$ cat src/dual_axis_stepper_mount_controller_defines.svh
// Assertion macros for the stepper mount controller.
// Used by the top level; no other dependencies.
`ifndef DUAL_AXIS_STEPPER_MOUNT_CONTROLLER_DEFINES_SVH
`define DUAL_AXIS_STEPPER_MOUNT_CONTROLLER_DEFINES_SVH

// Implication checked on every rising clock edge outside reset.
`define DASM_ASSERT_IMPL(lbl, clk, rstn, ante, cons) \
    lbl: assert property (@(posedge clk) disable iff (!rstn) (ante) |-> (cons)) \
        else $error("assertion failed");

// Next-cycle implication checked outside reset.
`define DASM_ASSERT_NEXT(lbl, clk, rstn, ante, cons) \
    lbl: assert property (@(posedge clk) disable iff (!rstn) (ante) |=> (cons)) \
        else $error("assertion failed");

`endif

$ cat src/dasm_pkg.sv
// Package for the stepper mount controller: word types, constants.
// No dependencies.
package dasm_pkg;

    localparam int AXIS_COUNT = 2;
    localparam int AXIS_W     = 1;

    typedef struct packed {
        logic        mode;
        logic [7:0]  lead_char;
        logic [7:0]  cmd_letter;
        logic [7:0]  axis_char;
        logic [23:0] arg_value;
        logic [7:0]  arg_head;
    } in_word_t;

    typedef struct packed {
        logic        is_error;
        logic [1:0]  error_code;
        logic [2:0]  digit_count;
        logic [23:0] reply_data;
    } out_word_t;

    localparam logic [1:0] ERR_BAD_CMD   = 2'd0;
    localparam logic [1:0] ERR_RUNNING   = 2'd1;
    localparam logic [1:0] ERR_BAD_START = 2'd2;

    localparam logic [1:0] CFG_FAST_STEP = 2'd0;
    localparam logic [1:0] CFG_SPR       = 2'd1;
    localparam logic [1:0] CFG_WORM      = 2'd2;
    localparam logic [1:0] CFG_TICK_FREQ = 2'd3;

    localparam int F_RUN   = 0;
    localparam int F_TRACK = 4;
    localparam int F_BACK  = 5;
    localparam int F_FAST  = 6;
    localparam int F_INIT  = 8;

    localparam logic [31:0] POS_RESET0 = 32'h0080_0000;
    localparam logic [31:0] POS_RESET1 = 32'h0080_0000 + 32'd216000;
    localparam logic [23:0] DIV_RESET  = 24'd25;
    localparam logic [15:0] FEAT_RESET = 16'h6007;
    localparam logic [23:0] DATA_D     = 24'd100;
    localparam logic [23:0] DATA_E     = 24'h040302;

    localparam logic [7:0] CH_COLON = 8'h3A;
    localparam logic [7:0] CH_ONE   = 8'h31;
    localparam logic [7:0] CH_TWO   = 8'h32;

endpackage

$ cat src/dual_axis_stepper_mount_controller.sv
// Top level of the two-axis stepper mount controller.
// Depends on dasm_pkg and the defines header.
//
//  channel | ports            | direction | payload
//  input   | s_valid/s_ready  | in        | dasm_pkg::in_word_t
//  result  | m_valid/m_ready  | out       | dasm_pkg::out_word_t
//  config  | cfg_we/idx/data  | in        | 24-bit register data
//
// One word a cycle while not stalled: input register, combinational axis
// update and reply decode, then a result register. Ticks give no result word.
// s_ready is low only while the result register is full and stalled.
// Reset is synchronous, active low, and restores every axis register.
`include "dual_axis_stepper_mount_controller_defines.svh"
module dual_axis_stepper_mount_controller (
    input  logic                 aclk,
    input  logic                 aresetn,
    input  logic                 s_valid,
    output logic                 s_ready,
    input  dasm_pkg::in_word_t   s_data,
    output logic                 m_valid,
    input  logic                 m_ready,
    output dasm_pkg::out_word_t  m_data,
    input  logic                 cfg_we,
    input  logic [1:0]           cfg_index,
    input  logic [23:0]          cfg_data
);
    import dasm_pkg::*;

    // Configuration registers.
    logic [7:0]  fast_reg;
    logic [23:0] spr_reg, worm_reg, freq_reg;

    always_ff @(posedge aclk) begin
        if (!aresetn) begin
            fast_reg <= 8'd128;
            spr_reg  <= 24'd864000;
            worm_reg <= 24'd14400;
            freq_reg <= 24'd1000;
        end else if (cfg_we) begin
            case (cfg_index)
                CFG_FAST_STEP: fast_reg <= cfg_data[7:0];
                CFG_SPR:       spr_reg  <= cfg_data;
                CFG_WORM:      worm_reg <= cfg_data;
                default:       freq_reg <= cfg_data;
            endcase
        end
    end

    // Input register.
    logic     in_valid_reg;
    in_word_t in_reg;
    logic     out_valid_reg;
    out_word_t out_reg;
    logic     stall;

    assign stall   = out_valid_reg && !m_ready;
    assign s_ready = !stall;

    always_ff @(posedge aclk) begin
        if (!aresetn) begin
            in_valid_reg <= 1'b0;
        end else if (!stall) begin
            in_valid_reg <= s_valid;
        end
    end

    always_ff @(posedge aclk) begin
        if (!stall && s_valid) begin
            in_reg <= s_data;
        end
    end

    // Per-axis state.
    logic [23:0] cnt_reg  [AXIS_COUNT];
    logic [23:0] div_reg  [AXIS_COUNT];
    logic [11:0] flg_reg  [AXIS_COUNT];
    logic [31:0] pos_reg  [AXIS_COUNT];
    logic [31:0] tgt_reg  [AXIS_COUNT];
    logic [23:0] inc_reg  [AXIS_COUNT];
    logic        incp_reg [AXIS_COUNT];
    logic        tgtp_reg [AXIS_COUNT];
    logic [31:0] brk_reg  [AXIS_COUNT];
    logic [15:0] feat_reg [AXIS_COUNT];
    logic [31:0] abs_reg  [AXIS_COUNT];
    logic [31:0] home_reg [AXIS_COUNT];

    // Selected axis's next values.
    logic [23:0] cnt_next, div_next, inc_next;
    logic [11:0] flg_next;
    logic [31:0] pos_next, tgt_next, brk_next, abs_next, home_next;
    logic        incp_next, tgtp_next;
    logic [15:0] feat_next;
    logic        ax_ok;
    logic [AXIS_W-1:0] ax;
    logic        fire, busy;
    out_word_t   res;
    logic        res_valid;

    // Move helper values.
    logic        mv, mv_down;
    logic [31:0] mv_n, mv_dist, fs32, mv_abs;

    assign busy = in_valid_reg && !stall;

    always_comb begin
        ax_ok = (in_reg.axis_char == CH_ONE) || (in_reg.axis_char == CH_TWO);
        ax    = AXIS_W'(in_reg.axis_char[0] ? 1'b0 : 1'b1);
        if (ax_ok && (32'(ax) >= AXIS_COUNT)) ax_ok = 1'b0;
        fs32  = {24'd0, fast_reg};
    end

    always_comb begin
        cnt_next  = cnt_reg[ax];
        div_next  = div_reg[ax];
        flg_next  = flg_reg[ax];
        pos_next  = pos_reg[ax];
        tgt_next  = tgt_reg[ax];
        inc_next  = inc_reg[ax];
        incp_next = incp_reg[ax];
        tgtp_next = tgtp_reg[ax];
        brk_next  = brk_reg[ax];
        feat_next = feat_reg[ax];
        abs_next  = abs_reg[ax];
        home_next = home_reg[ax];
        res       = '0;
        res_valid = 1'b0;
        mv        = 1'b0;
        mv_down   = 1'b0;
        mv_n      = 32'd0;
        mv_dist   = 32'd0;
        mv_abs    = 32'd0;
        fire      = 1'b0;

        if (in_reg.mode) begin
            // Timer tick: divider, then track or goto step.
            if (ax_ok) begin
                cnt_next = cnt_reg[ax] + 24'd1;
                fire = !(cnt_next < div_reg[ax]);
                if (fire) begin
                    cnt_next = 24'd0;
                    if (flg_reg[ax][F_RUN]) begin
                        if (flg_reg[ax][F_TRACK]) begin
                            mv = 1'b1;
                            mv_down = flg_reg[ax][F_BACK];
                            mv_n = flg_reg[ax][F_FAST] ? fs32 : 32'd1;
                        end else if (pos_reg[ax] > tgt_reg[ax]) begin
                            mv_dist = pos_reg[ax] - tgt_reg[ax];
                            mv = 1'b1;
                            mv_down = 1'b1;
                            mv_n = (mv_dist <= fs32) ? mv_dist : fs32;
                        end else if (pos_reg[ax] < tgt_reg[ax]) begin
                            mv_dist = tgt_reg[ax] - pos_reg[ax];
                            mv = 1'b1;
                            mv_n = (mv_dist <= fs32) ? mv_dist : fs32;
                        end else begin
                            flg_next[F_RUN] = 1'b0;
                        end
                    end
                end
            end
            if (mv) begin
                mv_abs = mv_down ? abs_reg[ax] - mv_n : abs_reg[ax] + mv_n;
                if (mv_abs[31] != abs_reg[ax][31])
                    home_next = pos_reg[ax] - abs_reg[ax];
                abs_next = mv_abs;
                pos_next = mv_down ? pos_reg[ax] - mv_n : pos_reg[ax] + mv_n;
            end
        end else begin
            // Command decode with one reply word.
            res_valid = 1'b1;
            if (in_reg.lead_char != CH_COLON) begin
                res.is_error = 1'b1;
                res.error_code = ERR_BAD_START;
            end else if (!ax_ok) begin
                res.is_error = 1'b1;
                res.error_code = ERR_BAD_CMD;
            end else begin
                case (in_reg.cmd_letter)
                    "B": flg_next = 12'd0;
                    "D": begin res.digit_count = 3'd6; res.reply_data = DATA_D; end
                    "E": pos_next = {8'd0, in_reg.arg_value};
                    "F": flg_next[F_INIT] = 1'b1;
                    "G": begin
                        if (flg_reg[ax][F_RUN]) begin
                            res.is_error = 1'b1;
                            res.error_code = ERR_RUNNING;
                        end else begin
                            flg_next[F_BACK] = in_reg.arg_value[0];
                            case (in_reg.arg_value[7:4])
                                4'd0: begin flg_next[F_TRACK] = 1'b0; flg_next[F_FAST] = 1'b1; end
                                4'd1: begin flg_next[F_TRACK] = 1'b1; flg_next[F_FAST] = 1'b0; end
                                4'd2: begin flg_next[F_TRACK] = 1'b0; flg_next[F_FAST] = 1'b0; end
                                4'd3: begin flg_next[F_TRACK] = 1'b1; flg_next[F_FAST] = 1'b1; end
                                default: ;
                            endcase
                        end
                    end
                    "H": begin
                        div_next = 24'd1;
                        inc_next = in_reg.arg_value;
                        incp_next = 1'b1;
                        tgtp_next = 1'b0;
                    end
                    "I": div_next = in_reg.arg_value;
                    "J": begin
                        if (flg_reg[ax][F_TRACK]) begin
                            flg_next[F_RUN] = 1'b1;
                        end else if (incp_reg[ax]) begin
                            tgt_next = flg_reg[ax][F_BACK]
                                ? pos_reg[ax] - {8'd0, inc_reg[ax]}
                                : pos_reg[ax] + {8'd0, inc_reg[ax]};
                            incp_next = 1'b0;
                            flg_next[F_RUN] = 1'b1;
                        end else if (tgtp_reg[ax]) begin
                            tgtp_next = 1'b0;
                            flg_next[F_RUN] = 1'b1;
                        end
                    end
                    "K", "L": flg_next[F_RUN] = 1'b0;
                    "M": brk_next = flg_reg[ax][F_BACK]
                        ? pos_reg[ax] - {8'd0, in_reg.arg_value}
                        : pos_reg[ax] + {8'd0, in_reg.arg_value};
                    "O", "P", "T", "V": ;
                    "S": begin
                        if (flg_reg[ax][F_RUN]) begin
                            res.is_error = 1'b1;
                            res.error_code = ERR_RUNNING;
                        end else begin
                            div_next = 24'd1;
                            tgt_next = {8'd0, in_reg.arg_value};
                            incp_next = 1'b0;
                            tgtp_next = 1'b1;
                        end
                    end
                    "U": brk_next = {8'd0, in_reg.arg_value};
                    "W": begin
                        case (in_reg.arg_value)
                            24'h000000: feat_next[4] = 1'b1;
                            24'h000001: feat_next[4] = 1'b0;
                            24'h000002: feat_next[5] = 1'b1;
                            24'h000003: feat_next[5] = 1'b0;
                            24'h000004, 24'h000005, 24'h000006, 24'h000106: ;
                            24'h000008: home_next = abs_reg[ax][31] ? 32'd0 : 32'hFFFF_FFFF;
                            default: begin
                                res.is_error = 1'b1;
                                res.error_code = ERR_BAD_CMD;
                            end
                        endcase
                    end
                    "a": begin res.digit_count = 3'd6; res.reply_data = spr_reg; end
                    "b": begin res.digit_count = 3'd6; res.reply_data = freq_reg; end
                    "c", "m": begin
                        res.digit_count = 3'd6; res.reply_data = brk_reg[ax][23:0];
                    end
                    "e": begin res.digit_count = 3'd6; res.reply_data = DATA_E; end
                    "f": begin
                        res.digit_count = 3'd3; res.reply_data = {12'd0, flg_reg[ax]};
                    end
                    "g": begin
                        res.digit_count = 3'd2; res.reply_data = {16'd0, fast_reg};
                    end
                    "h": begin
                        res.digit_count = 3'd6; res.reply_data = tgt_reg[ax][23:0];
                    end
                    "i": begin res.digit_count = 3'd6; res.reply_data = div_reg[ax]; end
                    "j": begin
                        res.digit_count = 3'd6; res.reply_data = pos_reg[ax][23:0];
                    end
                    "k": if (in_reg.arg_head == CH_ONE) inc_next = 24'd0;
                    "q": begin
                        if (in_reg.arg_value == 24'd0) begin
                            res.digit_count = 3'd6;
                            res.reply_data = home_reg[ax][23:0];
                        end else if (in_reg.arg_value == 24'd1) begin
                            res.digit_count = 3'd6;
                            res.reply_data = {8'd0, feat_reg[ax]};
                        end else begin
                            res.is_error = 1'b1;
                            res.error_code = ERR_BAD_CMD;
                        end
                    end
                    "s": begin res.digit_count = 3'd6; res.reply_data = worm_reg; end
                    default: begin
                        res.is_error = 1'b1;
                        res.error_code = ERR_BAD_CMD;
                    end
                endcase
            end
        end
    end

    // Write back the selected axis.
    always_ff @(posedge aclk) begin
        if (!aresetn) begin
            for (int i = 0; i < AXIS_COUNT; i++) begin
                cnt_reg[i]  <= 24'd0;
                div_reg[i]  <= DIV_RESET;
                flg_reg[i]  <= 12'd0;
                pos_reg[i]  <= (i[0]) ? POS_RESET1 : POS_RESET0;
                tgt_reg[i]  <= 32'd0;
                inc_reg[i]  <= 24'd0;
                incp_reg[i] <= 1'b0;
                tgtp_reg[i] <= 1'b0;
                brk_reg[i]  <= 32'd0;
                feat_reg[i] <= FEAT_RESET;
                abs_reg[i]  <= 32'd0;
                home_reg[i] <= 32'd0;
            end
        end else if (busy && ax_ok) begin
            cnt_reg[ax]  <= cnt_next;
            div_reg[ax]  <= div_next;
            flg_reg[ax]  <= flg_next;
            pos_reg[ax]  <= pos_next;
            tgt_reg[ax]  <= tgt_next;
            inc_reg[ax]  <= inc_next;
            incp_reg[ax] <= incp_next;
            tgtp_reg[ax] <= tgtp_next;
            brk_reg[ax]  <= brk_next;
            feat_reg[ax] <= feat_next;
            abs_reg[ax]  <= abs_next;
            home_reg[ax] <= home_next;
        end
    end

    // Result register.
    always_ff @(posedge aclk) begin
        if (!aresetn) begin
            out_valid_reg <= 1'b0;
        end else if (!stall) begin
            out_valid_reg <= in_valid_reg && res_valid;
        end
    end

    always_ff @(posedge aclk) begin
        if (!stall) begin
            out_reg <= res;
        end
    end

    assign m_valid = out_valid_reg;
    assign m_data  = out_reg;

    `DASM_ASSERT_IMPL(a_err_no_digits, aclk, aresetn, m_valid && m_data.is_error, m_data.digit_count == 3'd0)
    `DASM_ASSERT_IMPL(a_ok_code_zero, aclk, aresetn, m_valid && !m_data.is_error, m_data.error_code == ERR_BAD_CMD)
    `DASM_ASSERT_NEXT(a_tick_no_result, aclk, aresetn, busy && in_reg.mode, !m_valid)
    `DASM_ASSERT_NEXT(a_stall_holds, aclk, aresetn, stall, m_valid)

endmodule
$ cat config.mk
export PLATFORM = sky130hd
export DESIGN_NAME = dual_axis_stepper_mount_controller
export DESIGN_NICKNAME = d
export VERILOG_FILES = /design/src/dasm_pkg.sv /design/src/dual_axis_stepper_mount_controller.sv
export VERILOG_INCLUDE_DIRS = /design/src /design/src/src
export SDC_FILE = /design/constraint.sdc
export NUM_CORES = 2
export LEC_CHECK = 0
export ABC_AREA = 1
export BUFFER_PORTS_ARGS = -buffer_cell sky130_fd_sc_hd__buf_4
export CORE_UTILIZATION = 60
export DETAILED_ROUTE_END_ITERATION = 10
export PLACE_DENSITY = 0.77
export RECOVER_POWER = 50
export SYNTH_ARGS = -nofsm -noshare
export SYNTH_HDL_FRONTEND = slang
export SYNTH_SLANG_ARGS = --single-unit
$ cat constraint.sdc
create_clock -name aclk -period 23 [get_ports aclk]
set_clock_uncertainty 0.2 [all_clocks]
set_input_delay 4.6 -clock aclk [delete_from_list [all_inputs] [get_ports aclk]]
set_output_delay 4.6 -clock aclk [all_outputs]
set_load 0.02 [all_outputs]
==> impl_metrics.tcl <==
set metrics [dict create \
    core_sq_um 75800 \
    max_cap_viol_count 13 \
    synth_simple_gate_area_share_pct 22.9 \
    critPathMaxStageDelay_ns 2.82 \
    status "finished, violations left" \
    overflow 0 \
    cts_root_buf "clkbuf_16" \
    first_global_vias 39900 \
    synth-warning-count 0 \
    synth_area_leader_cell "edfxtp_1" \
    dieArea_sq_um 77700 \
    cts_sinks 661 \
    pin_count 120 \
    grt.total_usage_pct 44.1 \
    num_vias 44300 \
    drive_gt1_share_pct 8.70 \
    hpwl_microns 131000 \
    synth_xor_xnor_area_share_pct 3.24 \
    fill_cells 6516 \
    cts_max_level 3 \
    drtIter0Drc 6373 \
    synth-compound-area-share_pct 16.0 \
    whs_ns 0.266 \
    synthesis.nets 6260 \
    drc 0 \
    netlist.area_leader.share_pct 37.6 \
    drt_wl_total_microns 176000 \
    worstSetupEndpoint "home_reg[0][21]" \
    instances_no_fill 7022 \
    startpoint_type "flop" \
    vdd_drop_max_v 0.0000758 \
    rr_startpoint "in_reg[32]" \
    antenna_found_initial 1 \
    report.final.slew_viol_count 657 \
    crit_type "reg -> reg" \
    numCtsBuffers 74 \
    r2r_setup_slack_ns 6.69 \
    cp.arrival_ns 16.47 \
    cts_hold_buf 0 \
    clock_latency_ns 0.66 \
    dpl.cell_count 6890 \
    p_leak_uw 0.0219 \
    synth_adder_area_share_pct 7.03 \
    tightest_slew_ns 3.51 \
    drt-vias-per-instance 6.32 \
    fin_nets 6330 \
    crit_start "in_reg[32]" \
    cts.repair.resized 0 \
    synth.area.mux_share_pct 1.04 \
    cts_buffer_depth 3 \
    slowest_stage "clkinvlp_2" \
    synth-edff-count 575 \
    post-route-period-util_pct 70.9 \
    rsz0062_at_grt "false" \
    worstPathMaxFanout 55 \
    relSlewSlack_pct -134 \
    synth_top_family_by_area "simple AND/OR/NAND/NOR gates" \
    hold_viol 0 \
    violations "max-capacitance violations, max-slew violations" \
    syn_inst 5918 \
    ys_async_sr_fraction_pct 0 \
    rows 101 \
    cp-end-kind "flop" \
    drtPass1Iterations 6 \
    synth_area_per_cell_sq_um 7.77 \
    initial_utilization_pct 60.6 \
    io_buffers 119 \
    place_congestion 1.07 \
    hold_depth 2 \
    cts_tree "built" \
    yosysSeqAreaShare_pct 41.3 \
    area_delta_synth_final_pct 9.09 \
    path_clk_slew_ns 0.06 \
    die_w_microns 279 \
    synthFlopType "edfxtp_1" \
    grt_pass1_wl_microns 253000 \
    mostFrequentLayoutCell "nand2_1" \
    cp_common_cell "nand2_1" \
    period_needed_ns 16.31 \
    final_cell_mix "1173 x nand2_1, 761 x inv_1, 730 x nor2_1" \
    worst_ep_required_time_ns 23.16 \
    post_drt_wl_per_cell_microns 25.0 \
    setup_viol 0 \
    max_freq_mhz 61.3 \
    rr_worst_depth 52 \
    synth_area_sq_um 46000 \
    post_cts_buffers 0 \
    power_density_nw_per_um2 65.2 \
    r2r-end "home_reg[0][21]" \
    grt_max_degree 167 \
    hold_class "reg -> reg" \
    synth_seq_cells 661 \
    die_h_microns 279 \
    synth_cell_types 63 \
    timing.setup.tns_ns 0 \
    drtAntennaViolNets 0 \
    yosys-top-cells-area "edfxtp_1 38%, nand2_1 9.6%, ha_1 6.7%" \
]
-- cell type report --
| class | count | area (sq um) | area share (%) |
|---|---|---|---|
| clock buffer | 88 | 1970 | 3.92 |
| antenna | 1 | 2.50 | 0.00499 |
| tap | 978 | 1220 | 2.44 |
| timing repair buffer | 225 | 1520 | 3.03 |
| inverter | 787 | 2960 | 5.91 |
| clock inverter | 43 | 367 | 0.731 |
| sequential | 661 | 19000 | 37.9 |
| multi-input combinational | 4239 | 23100 | 46.1 |
-- metal layers --
layer	vias up	global-route usage, %	share of wire, %
li1	20100	-	-
met1	20700	58.4	37
met2	2958	63.5	41
met3	548	12.0	14
met4	0	28.5	7.9
met5	-	0	0
-- cells by family after synthesis --
group,after synthesis
simple gates,2481
compound gates,1286
buf+inv,1018
flops,661
fa+ha+maj,254
xor+xnor,170
mux,48
-- per-stage QoR --
stage               power (uW)  worst slack [ns]  instance area, sq um  util, %
floorplan                 1880             11.49                 46000        -
global placement          2100             11.85                 48000     63.4
detailed placement        2110             11.66                 48000     63.4
CTS                       3240             11.60                 50400     66.4
global route              3370              5.91                 50200     66.1
finish                    3270              6.69                 50200     66.2
-- worst min-delay path by stage --
stage,end,start,slack (ns)
2_1_floorplan,worm_reg[14],worm_reg[14],0.22
3_3_place_gp,worm_reg[12],worm_reg[12],0.24
3_5_place_dp,worm_reg[13],worm_reg[13],0.25
4_1_cts,worm_reg[13],worm_reg[13],0.26
5_1_grt,tgtp_reg[1],tgtp_reg[1],0.29
6_report,worm_reg[13],worm_reg[13],0.27
-- critical path, delay by kind of cell, from the launching register on --
| family | cells | cell delay (ns) |
|---|---|---|
| adder cells (fa/ha/maj) | 4 | 1.25 |
| buffers and inverters | 5 | 5.81 |
| flip-flops | 1 | 0.31 |
| XOR/XNOR | 2 | 0.57 |
| AO/OA/AOI/OAI | 8 | 1.87 |
| AND/OR/NAND/NOR | 33 | 5.94 |
-- synth_stat cells (all sizes together), types with 8 or more instances --
cell type,count
inv,770
o22ai,77
nor3,57
clkbuf,192
xor2,135
a31oi,27
buf,39
o221ai,43
xnor2,35
mux2i,48
a211oi,10
o21ai,481
o21bai,8
a221oi,25
o211ai,18
o2111ai,14
a21oi,436
dfxtp,86
nand4,75
or2,184
nand2,1186
nor2,758
o21a,8
a21o,8
nor4,11
a22oi,76
o31ai,23
ha,247
clkinv,17
edfxtp,575
nand3,202
-- power breakdown --
part           switching, uW  internal [uW]  total [uW]
Combinational            520            231         751
Clock                    513            640        1150
Sequential              22.0           1340        1370
No activity file was read; power rests on OpenSTA's default activity.
